### config.mk
export PLATFORM = sky130hd
export DESIGN_NAME = m4i_ctrl
export DESIGN_NICKNAME = d
export VERILOG_FILES = /design/src/m4i_pkg.sv /design/src/m4i_ctrl.sv
export SDC_FILE = /design/constraint.sdc
export NUM_CORES = 1
export LEC_CHECK = 0
export BUFFER_PORTS_ARGS = -buffer_cell sky130_fd_sc_hd__buf_4
export CAP_MARGIN = 10
export CORE_MARGIN = 5
export CORE_UTILIZATION = 50
export DETAILED_ROUTE_END_ITERATION = 10
export PLACE_DENSITY = 0.76
export SYNTH_ARGS = -nofsm -noshare
export SYNTH_HDL_FRONTEND = slang
export SYNTH_SLANG_ARGS = --single-unit
export TNS_END_PERCENT = 50
### constraint.sdc
create_clock -name clk -period 2.2 [get_ports clk]
set_clock_uncertainty 0.2 [all_clocks]
set_input_delay 0.11 -clock clk [delete_from_list [all_inputs] [get_ports clk]]
set_output_delay 0.11 -clock clk [all_outputs]
set_load 0.03 [all_outputs]
### src/m4i_pkg.sv
package m4i_pkg;

  localparam int FRAC_BITS = 16;
  localparam int EW        = 32;                 // entry width
  localparam int THR_W     = 63;                 // threshold register width
  localparam int PW        = 66;                 // product width
  localparam int CFW       = 97;                 // cofactor width
  localparam int DETW      = 130;                // determinant width
  localparam int ADW       = 129;                // determinant magnitude width
  localparam int QB        = 34;                 // quotient bits
  localparam int DW        = ADW + QB;           // divider word width
  localparam int IT_W      = $clog2(QB);
  localparam int THR_SH    = 4 * FRAC_BITS - 32;
  localparam int NUM_SH    = 2 * FRAC_BITS;

  localparam logic [EW-1:0] SAT_POS = 32'h7FFF_FFFF;
  localparam logic [EW-1:0] SAT_NEG = 32'h8000_0000;

  typedef enum logic [3:0] {
    S_LOAD,
    S_CF,
    S_CFW,
    S_DET,
    S_DETW,
    S_ABS,
    S_CHK,
    S_DLD,
    S_DOV,
    S_DIT,
    S_DRND,
    S_OUT
  } state_t;

  typedef enum logic [2:0] {
    MOP_NONE,
    MOP_LAT,
    MOP_E12,
    MOP_LO,
    MOP_HI,
    MOP_COF
  } mop_t;

  typedef struct packed {
    logic       st_we;
    logic [3:0] st_addr;
    logic [3:0] rd_addr;
    mop_t       mop;
    logic       neg;
    logic [1:0] chunk;
    logic       acc_clr;
    logic       cof_we;
    logic [3:0] cof_addr;
    logic       det_ld;
    logic       abs_ld;
    logic       d_ld;
    logic       d_ov;
    logic       d_it;
    logic       d_rnd;
    logic       out_sing;
    logic [3:0] out_idx;
  } cmd_t;

  typedef struct packed {
    logic singular;
  } sts_t;

endpackage

### src/m4i_ctrl.sv
module m4i_ctrl (
  input  logic          clk,
  input  logic          rst_n,
  input  logic          in_valid,
  input  logic          in_first,
  output logic          in_ready,
  output logic          out_valid,
  input  logic          out_ready,
  input  m4i_pkg::sts_t sts,
  output m4i_pkg::cmd_t cmd
);

  m4i_pkg::state_t state_r, state_nxt;
  logic [3:0]                 ld_cnt_r, ld_cnt_nxt;
  logic [3:0]                 cf_k_r, cf_k_nxt;
  logic [2:0]                 t_r, t_nxt;
  logic [1:0]                 p_r, p_nxt;
  logic [1:0]                 ch_r, ch_nxt;
  logic [1:0]                 dk_r, dk_nxt;
  logic [m4i_pkg::IT_W-1:0]   it_r, it_nxt;
  logic [3:0]                 ok_r, ok_nxt;
  logic [3:0]                 ld_idx;
  logic                       in_fire;

  function automatic logic [1:0] skip_idx(input logic [1:0] i, input logic [1:0] x);
    return (i < x) ? i : i + 2'd1;
  endfunction

  // permutation of the 3x3 minor columns for term t
  function automatic logic [1:0] perm_sel(input logic [2:0] t, input logic [1:0] pos);
    logic [5:0] pm;
    case (t)
      3'd0:    pm = {2'd2, 2'd1, 2'd0};
      3'd1:    pm = {2'd1, 2'd2, 2'd0};
      3'd2:    pm = {2'd2, 2'd0, 2'd1};
      3'd3:    pm = {2'd0, 2'd2, 2'd1};
      3'd4:    pm = {2'd1, 2'd0, 2'd2};
      default: pm = {2'd0, 2'd1, 2'd2};
    endcase
    case (pos)
      2'd0:    return pm[1:0];
      2'd1:    return pm[3:2];
      default: return pm[5:4];
    endcase
  endfunction

  function automatic logic [3:0] cf_addr(input logic [3:0] k, input logic [2:0] t,
                                         input logic [1:0] p);
    logic [1:0] pos;
    pos = (p == 2'd3) ? 2'd2 : p;
    return {skip_idx(pos, k[3:2]), skip_idx(perm_sel(t, pos), k[1:0])};
  endfunction

  function automatic logic cf_neg(input logic [3:0] k, input logic [2:0] t);
    logic ps;
    ps = (t == 3'd1) || (t == 3'd2) || (t == 3'd5);
    return ps ^ k[2] ^ k[0];
  endfunction

  assign in_ready  = (state_r == m4i_pkg::S_LOAD);
  assign out_valid = (state_r == m4i_pkg::S_OUT);
  assign in_fire   = in_valid && in_ready;
  assign ld_idx    = in_first ? 4'd0 : ld_cnt_r;

  always_comb begin
    state_nxt  = state_r;
    ld_cnt_nxt = ld_cnt_r;
    cf_k_nxt   = cf_k_r;
    t_nxt      = t_r;
    p_nxt      = p_r;
    ch_nxt     = ch_r;
    dk_nxt     = dk_r;
    it_nxt     = it_r;
    ok_nxt     = ok_r;
    unique case (state_r)
      m4i_pkg::S_LOAD: begin
        if (in_fire) begin
          ld_cnt_nxt = ld_idx + 4'd1;
          if (ld_idx == 4'd15) begin
            state_nxt = m4i_pkg::S_CF;
            cf_k_nxt  = 4'd0;
            t_nxt     = 3'd0;
            p_nxt     = 2'd0;
          end
        end
      end
      m4i_pkg::S_CF: begin
        p_nxt = p_r + 2'd1;
        if (p_r == 2'd3) begin
          t_nxt = t_r + 3'd1;
          if (t_r == 3'd5) begin
            t_nxt     = 3'd0;
            state_nxt = m4i_pkg::S_CFW;
          end
        end
      end
      m4i_pkg::S_CFW: begin
        cf_k_nxt = cf_k_r + 4'd1;
        if (cf_k_r == 4'd15) begin
          state_nxt = m4i_pkg::S_DET;
          dk_nxt    = 2'd0;
          ch_nxt    = 2'd0;
        end else begin
          state_nxt = m4i_pkg::S_CF;
        end
      end
      m4i_pkg::S_DET: begin
        ch_nxt = ch_r + 2'd1;
        if (ch_r == 2'd2) begin
          ch_nxt = 2'd0;
          dk_nxt = dk_r + 2'd1;
          if (dk_r == 2'd3) state_nxt = m4i_pkg::S_DETW;
        end
      end
      m4i_pkg::S_DETW: state_nxt = m4i_pkg::S_ABS;
      m4i_pkg::S_ABS:  state_nxt = m4i_pkg::S_CHK;
      m4i_pkg::S_CHK: begin
        ok_nxt    = 4'd0;
        state_nxt = sts.singular ? m4i_pkg::S_OUT : m4i_pkg::S_DLD;
      end
      m4i_pkg::S_DLD: state_nxt = m4i_pkg::S_DOV;
      m4i_pkg::S_DOV: begin
        it_nxt    = '0;
        state_nxt = m4i_pkg::S_DIT;
      end
      m4i_pkg::S_DIT: begin
        it_nxt = it_r + 1'b1;
        if (it_r == m4i_pkg::IT_W'(m4i_pkg::QB - 1)) state_nxt = m4i_pkg::S_DRND;
      end
      m4i_pkg::S_DRND: state_nxt = m4i_pkg::S_OUT;
      m4i_pkg::S_OUT: begin
        if (out_ready) begin
          if (sts.singular || ok_r == 4'd15) begin
            state_nxt = m4i_pkg::S_LOAD;
          end else begin
            ok_nxt    = ok_r + 4'd1;
            state_nxt = m4i_pkg::S_DLD;
          end
        end
      end
      default: state_nxt = m4i_pkg::S_LOAD;
    endcase
  end

  always_comb begin
    cmd          = '0;
    cmd.mop      = m4i_pkg::MOP_NONE;
    cmd.st_addr  = ld_idx;
    cmd.out_idx  = ok_r;
    unique case (state_r)
      m4i_pkg::S_LOAD: begin
        cmd.st_we   = in_fire;
        cmd.acc_clr = in_fire && (ld_idx == 4'd15);
      end
      m4i_pkg::S_CF: begin
        cmd.rd_addr = cf_addr(cf_k_r, t_r, p_r);
        cmd.neg     = cf_neg(cf_k_r, t_r);
        case (p_r)
          2'd0:    cmd.mop = m4i_pkg::MOP_LAT;
          2'd1:    cmd.mop = m4i_pkg::MOP_E12;
          2'd2:    cmd.mop = m4i_pkg::MOP_LO;
          default: cmd.mop = m4i_pkg::MOP_HI;
        endcase
      end
      m4i_pkg::S_CFW: begin
        cmd.cof_we   = 1'b1;
        cmd.cof_addr = cf_k_r;
        cmd.acc_clr  = 1'b1;
      end
      m4i_pkg::S_DET: begin
        cmd.mop      = m4i_pkg::MOP_COF;
        cmd.rd_addr  = {2'b00, dk_r};
        cmd.cof_addr = {2'b00, dk_r};
        cmd.chunk    = ch_r;
      end
      m4i_pkg::S_DETW: begin
        cmd.det_ld  = 1'b1;
        cmd.acc_clr = 1'b1;
      end
      m4i_pkg::S_ABS: cmd.abs_ld = 1'b1;
      m4i_pkg::S_CHK: cmd.out_sing = sts.singular;
      m4i_pkg::S_DLD: begin
        cmd.d_ld     = 1'b1;
        cmd.cof_addr = {ok_r[1:0], ok_r[3:2]};
      end
      m4i_pkg::S_DOV:  cmd.d_ov  = 1'b1;
      m4i_pkg::S_DIT:  cmd.d_it  = 1'b1;
      m4i_pkg::S_DRND: cmd.d_rnd = 1'b1;
      m4i_pkg::S_OUT: ;
      default: ;
    endcase
  end

  always_ff @(posedge clk) begin
    if (!rst_n) begin
      state_r  <= m4i_pkg::S_LOAD;
      ld_cnt_r <= 4'd0;
      cf_k_r   <= 4'd0;
      t_r      <= 3'd0;
      p_r      <= 2'd0;
      ch_r     <= 2'd0;
      dk_r     <= 2'd0;
      it_r     <= '0;
      ok_r     <= 4'd0;
    end else begin
      state_r  <= state_nxt;
      ld_cnt_r <= ld_cnt_nxt;
      cf_k_r   <= cf_k_nxt;
      t_r      <= t_nxt;
      p_r      <= p_nxt;
      ch_r     <= ch_nxt;
      dk_r     <= dk_nxt;
      it_r     <= it_nxt;
      ok_r     <= ok_nxt;
    end
  end

endmodule

==> results of run 1 <==
state kept, by name, indices dropped and copies added, names as in the netlist:
name / flops
it_r: 6
p_r: 2
cf_k_r: 4
ok_r: 4
ch_r: 2
state_r: 4
dk_r: 2
t_r: 3
ld_cnt_r: 4
per-layer routing:
metal | wire length [microns] | global-route usage | vias to the layer above
met3 | 215 | 0.0426 | 13
met4 | 164 | 0.0927 | 0
met1 | 2630 | 0.247 | 1050
met2 | 2720 | 0.307 | 53
met5 | 0 | 0 | -
li1 | - | - | 1154
Yosys cell counts, drive strengths merged, types with 3 or more instances:
cell type / instances / area share
and2: 8 / 0.023
o211ai: 4 / 0.014
a21boi: 9 / 0.031
inv: 12 / 0.021
buf: 4 / 0.0092
or4: 3 / 0.010
nand4: 3 / 0.0086
nand3: 12 / 0.027
dfxtp: 31 / 0.28
nor3: 11 / 0.030
and3: 6 / 0.017
nor4b: 3 / 0.015
nand2b: 10 / 0.029
a21oi: 17 / 0.039
ha: 14 / 0.080
nor2b: 15 / 0.043
clkbuf: 11 / 0.019
nor2: 28 / 0.048
xnor2: 5 / 0.020
or3: 4 / 0.011
o21ai: 15 / 0.034
xor2: 5 / 0.020
nand2: 32 / 0.055
what timing repair did:
item,CTS,global route
pin swaps,10,12
endpoints found under the setup margin,4,12
hold buffers,2,0
hold endpoints to repair,4,0
resized for setup,11,11
buffers inserted,2,1
cell usage in the layout, fill, tap and decap left out, types with 6 or more instances in the layout:
cell      instances
buf_4            70
nand2_1          32
dfxtp_1          27
nor2_1           25
a21oi_1          15
ha_1             12
nor2b_1          11
o21ai_0          11
nand2b_1         10
nor3_1           10
inv_1             9
nand3_1           9
and2_1            8
a21boi_1          7
and3_1            6
clkbuf_8          6
worst reg2reg max path, stage by stage (launching register included):
cell	delay, ps
dfxtp_1	410
buf_4	210
nor2_1	220
nand2_1	200
a21oi_1	360
nor3_4	120
a41o_1	240
final timing paths:
check	start	to	slack [ps]	depth (start not counted)
setup / recovery	p_r[1]	cmd[24]	-380	11
setup reg to reg	state_r[1]	state_r[1]	140	6
hold / removal	in_first	ld_cnt_r[3]	8	3
hold reg to reg	it_r[5]	it_r[5]	280	2
cell type report:
class	count	area (sq um)	share of cell area
Multi-Input combinational cell	232	1560	0.521
Sequential cell	31	631	0.210
Timing Repair Buffer	75	579	0.193
Clock buffer	6	82.6	0.0275
Tap cell	52	65.1	0.0217
Inverter	12	45.0	0.0150
Clock inverter	2	35.0	0.0117
power groups by stage:
stage                     combinational, mW  sequential, mW  clock (mW)
after CTS                             0.287           0.582       0.608
after global routing                  0.316           0.584       0.636
after floorplan                       0.177           0.592           0
after detailed placement              0.278           0.596           0
after global placement                0.275           0.596           0
final                                 0.293           0.583       0.590
metrics by stage:
step           std cells  hold slack, ps
2_1_floorplan        290            63.2
3_3_place_gp         397             259
3_5_place_dp         397             273
4_1_cts              409           0.507
5_1_grt              410            12.2
6_report             410            8.18
cell families (layout without fill, tap and decap cells):
logic type               Yosys count  in the layout  share of synthesized area
AO/OA/AOI/OAI                     64             64                      0.190
XOR/XNOR                          10             10                     0.0401
adder cells (fa/ha/maj)           14             14                     0.0801
buffers and inverters             27             95                     0.0487
flip-flops                        31             31                      0.284
multiplexers                       2              2                    0.00916
AND/OR/NAND/NOR                  142            142                      0.348
==> flow_summary.yaml, run 1 <==
worst_setup_path:
  path_cells: "ha_4 > nor2_4 > nand3_2 > o211ai_1 > a21boi_2 > ha_1 > nor2_2 > a21oi_2 > xnor2_1 > o21ai_2 > buf_6"
  critPathMaxFanout: 5
  criticalPathCategory: "reg2out"
  end_kind: "output pin"
  cp-start-kind: "flip-flop"
  slowest_delay_ps: 370
  slowest_stage: "dfxtp_4"
  worstPathArrival_ps: 2270
  worst-endpoint-required_ps: 1890
  crit_family: "compound AO/OA/AOI/OAI gates"
  worst-path-buf-inv: 1
power:
  peakVddDrop_mv: 0.399
  p_per_area_nw_per_um2: 488
  netSwitchingPower_uw: 401
  swShare: 0.273
  clockPowerShare: 0.402
  power_frac_seq: 0.398
  p_leak_nw: 1.34
  p_int_mw: 1.06
  p_comb_frac: 0.200
  power_mw: 1.47
sta:
  hold_violations: 0
  setup_slack_ps: -381
  worst_slew_pin_slew_ps: 375
  fin_crit_sh: 1.17
  maxSlewHeadroom: 0.750
  clock.fmax_mhz: 387
  setup_violations: 4
  drv_slew: 0
  rsz0062_at_grt: "yes"
  period_minus_slack_ps: 2580
  setup-tns-final_ps: -950
die:
  io_pins: 40
  die_h_microns: 76.1
  start_util: 0.509
  dieArea_sq_um: 5790
  die_x_microns: 76.1
  row_count: 24
  core_sq_um: 4290
outcome:
  violations: "negative setup slack"
  status: "finished with violations"
routing:
  drc: 0
  avgRoutedWirePerCell_microns: 14.0
  drt_wl_total_mm: 5.73
  antenna_left: 0
  vias_per_cell: 5.54
  drt_first_pass_iters: 4
  initialDrtViolationCount: 111
  num_vias: 2270
finish:
  drive_gt1_frac: 0.313
  fillCellCount: 340
  nNetsFinal: 377
  syn_to_final_growth_pct: 37.3
  antenna_cells: 0
  fin_util: 0.699
  stdcell_area_sq_um: 3000
cts:
  cts_root_buf: "clkbuf_8"
  cts_made_buffers: 5
  clk_pin_slew_ps: 70
  cts_sinks: 31
  clk_path_buf_depth: 2
  htree_levels: 2
  insertion_delay_ps: 290
  cts_tree: "yes"
synthesis:
  syn_inst: 290
  synth_warnings: 0
  ys_seq_elements: 31
  ys.flop_type: "dfxtp_1"
  syn_area_sq_um: 2190
  yosysSeqAreaShare: 0.284
  synth_edf_count: 0
  synth_fp_nets: 310
  synthArstFlopShare: 0
  synth_cell_types: 51
  synth_area_per_cell_sq_um: 7.54
run:
  drv_cap: 0
global_routing:
  antenna_found_initial: 0
  grt_max_degree: 28
  overflow: 0
  grt_pass1_wl_mm: 9.40
  grt_pass1_vias: 2044
  track_usage: 0.194
placement:
  dp_hpwl_mm: 4.22
  place_congestion: 0.841
  placed_area_sq_um: 2780
  io_buffers: 39
  detailedPlace.worstSlack_ps: -69.9
worst_hold_path:
  min_path_type: "in2reg"
Power figures use the tool's default switching activity.
==> inputs of run 2 (changes only) <==
--- a/config.mk
+++ b/config.mk
@@ -5,10 +5,12 @@
 export SDC_FILE = /design/constraint.sdc
 export NUM_CORES = 1
 export LEC_CHECK = 0
+export ABC_AREA = 1
 export BUFFER_PORTS_ARGS = -buffer_cell sky130_fd_sc_hd__buf_4
 export CAP_MARGIN = 10
 export CORE_MARGIN = 5
 export CORE_UTILIZATION = 50
+export CTS_CLUSTER_SIZE = 14
 export DETAILED_ROUTE_END_ITERATION = 10
 export PLACE_DENSITY = 0.76
 export SYNTH_ARGS = -nofsm -noshare
==> run 2 against run 1 <==
Effect of this change: the run still ends with negative setup slack left; maximum frequency increased by 9.4%; non-clock buffer count down 24; cell area fell by 6.8%; core utilization fell by 0.95 points; register-to-register slack better by 200 ps; hold slack improved by 22 ps; synthesized area down 2.9%; sequential share of layout area grew 1.5 points; final cell count grew 3.2%; sequential power increased by 26%; synthesized cell count up 9.3%; critical endpoint is now cmd[23]; largest cell class unchanged; largest power group is now combinational logic; highest routed layer unchanged.
==> flow_summary.yaml, run 2 <==
outcome:
  status: "finished with violations"
  violations: "negative setup slack"
routing:
  antenna_left: 0
  avgRoutedWirePerCell_microns: 12.7
  num_vias: 2243
  drt_wl_total_mm: 5.37
  initialDrtViolationCount: 138
  vias_per_cell: 5.30
  drt_first_pass_iters: 5
  drc: 0
finish:
  final_common_cell: "nand2_1"
  top_register: "it_r"
  drive_gt1_frac: 0.273
  layout_common_cells: "56 x nand2_1, 45 x inv_1, 45 x buf_4"
  largest_register_ffs: 6
  stdcell_area_sq_um: 2800
  syn_to_final_growth_pct: 31.8
  nNetsFinal: 392
  stdcell_count: 423
  antenna_cells: 0
die:
  die_x_microns: 75.1
  core_sq_um: 4060
  io_pins: 40
  dieArea_sq_um: 5650
  start_util: 0.523
  die_h_microns: 75.1
  row_count: 23
cts:
  cts_root_buf: "clkbuf_8"
  cts_made_buffers: 5
  clk_path_buf_depth: 2
  cts_sinks: 31
  cts_tree: "yes"
  clk_pin_slew_ps: 70
  insertion_delay_ps: 280
  htree_levels: 2
placement:
  place_inst: 411
  place_congestion: 0.840
  placed_area_sq_um: 2530
  dp_hpwl_mm: 4.01
  io_buffers: 39
run:
  drv_cap: 0
synthesis:
  ys.flop_type: "dfxtp_1"
  synthArstFlopShare: 0
  synth.area.top_cells: "dfxtp_1 29%, nand2_1 10%, inv_1 8.8%"
  yosysSeqAreaShare: 0.292
  synth_warnings: 0
  syn_inst: 317
  ys_seq_elements: 31
  synth_edf_count: 0
  yosysTopAreaCellShare: 0.292
  syn_area_sq_um: 2120
  synth_area_per_cell_sq_um: 6.69
  synth_most_common_cell: "nand2_1"
  yosysTopAreaCell: "dfxtp_1"
  synth_fp_nets: 337
  synth_cell_types: 40
  synthTopCellsByCount: "58 x nand2_1, 50 x inv_1, 40 x nor2_1"
worst_setup_path:
  end_kind: "output pin"
  worstPathArrival_ps: 2050
  criticalPathCategory: "reg2out"
  critPathMaxFanout: 4
  regToRegSetupSlack_ps: 340
  rr_endpoint: "t_r[0]"
  ff2ff_path_depth: 9
  cp-start-kind: "flip-flop"
  worst-endpoint-required_ps: 1890
  reg2reg_from: "ld_cnt_r[0]"
sta:
  fin_crit_sh: 1.07
  drv_slew: 0
  setup_slack_ps: -159
  rsz0062_at_grt: "yes"
  clock.fmax_mhz: 424
  hold_violations: 0
  worst_slew_pin_slew_ps: 556
  setup-tns-final_ps: -394
  setup_violations: 4
  maxSlewHeadroom: 0.627
  fin_worst_hold_slack_ps: 30.0
  period_minus_slack_ps: 2360
power:
  peakVddDrop_mv: 0.625
  p_leak_nw: 1.26
  p_per_area_nw_per_um2: 986
  power_mw: 2.76
worst_hold_path:
  holdPathEnd: "state_r[2]"
  min_from: "sts"
  whs_path_depth: 4
  min_path_type: "in2reg"
global_routing:
  overflow: 0
  grt_max_degree: 18
  antenna_found_initial: 0
  grt_pass1_wl_mm: 9.07
  track_usage: 0.203
  grt_pass1_vias: 2109
## run 2: changes by cell type after synthesis, sizes merged, moves of 5 or more
cell	delta
clkbuf	-8
nor2	+19
a21boi	-9
and3	-5
o21ai	+8
and2	-8
nand2b	-10
nor2b	-15
nand2	+31
a211oi	+7
inv	+41
## run 2: stage by stage
step                       util  setup slack, ps
after floorplan               -            -71.8
after global placement    0.625             76.0
after detailed placement  0.625             9.44
after CTS                 0.686             -179
after global routing      0.689             -291
final                     0.689             -159
## run 2: critical path: stages (launching register included)
cell,delay [ps]
dfxtp_4,370
ha_4,170
nor2_4,100
o211ai_1,110
o21ai_1,150
inv_2,80
ha_4,280
inv_2,30
o2111ai_2,140
nand3_1,100
nand2_1,90
buf_6,130
## run 2: worst max path at each step
stage            from       to  slack (ps)  depth (start not counted)
6_report       p_r[0]  cmd[23]        -160                         11
5_1_grt        p_r[0]  cmd[23]        -290                         11
4_1_cts        p_r[0]  cmd[23]        -180                         11
3_5_place_dp   p_r[0]  cmd[23]           9                         11
3_3_place_gp   p_r[0]  cmd[23]          80                         11
2_1_floorplan  p_r[0]  cmd[26]         -70                          7
## run 2: report_power, final
part	switching [mW]	leakage (nW)	internal, mW
sequential	0.0964	0.254	0.641
clock	0.223	0.0612	0.366
combinational	0.920	0.947	0.511
## run 2: cells by family after synthesis
| group | share of synthesized area |
|---|---|
| buffers and inverters | 0.105 |
| and+or+nand+nor | 0.307 |
| xor gates and xnor gates | 0.00826 |
| DFF | 0.292 |
| adders and majority gates | 0.0825 |
| AOI/OAI and AO/OA | 0.205 |
## run 2: cell type report
cell class / instances / area [sq um]
flip-flops and latches: 31 / 629
fillers: 335 / 1260
clock buffers: 6 / 82.6
inverters: 56 / 214
repair buffers: 51 / 402
clock inverters: 2 / 35.0
multi-input cells: 227 / 1370
well taps: 50 / 62.6
## run 2: what timing repair did
item,4_1_cts,5_1_grt
gates resized for setup,26,6
endpoints found under the hold margin,11,0
pin swaps,10,8
buffers inserted,1,0
hold buffers,3,0
setup endpoints to repair,4,7
gates cloned,0,0
## run 2: per-layer routing
layer,global-route usage,part of all wire,up-vias
met3,0.0427,0.051,5
met5,0,0,-
met2,0.349,0.48,66
met4,0.0427,0.0091,0
li1,-,-,1157
met1,0.263,0.46,1015
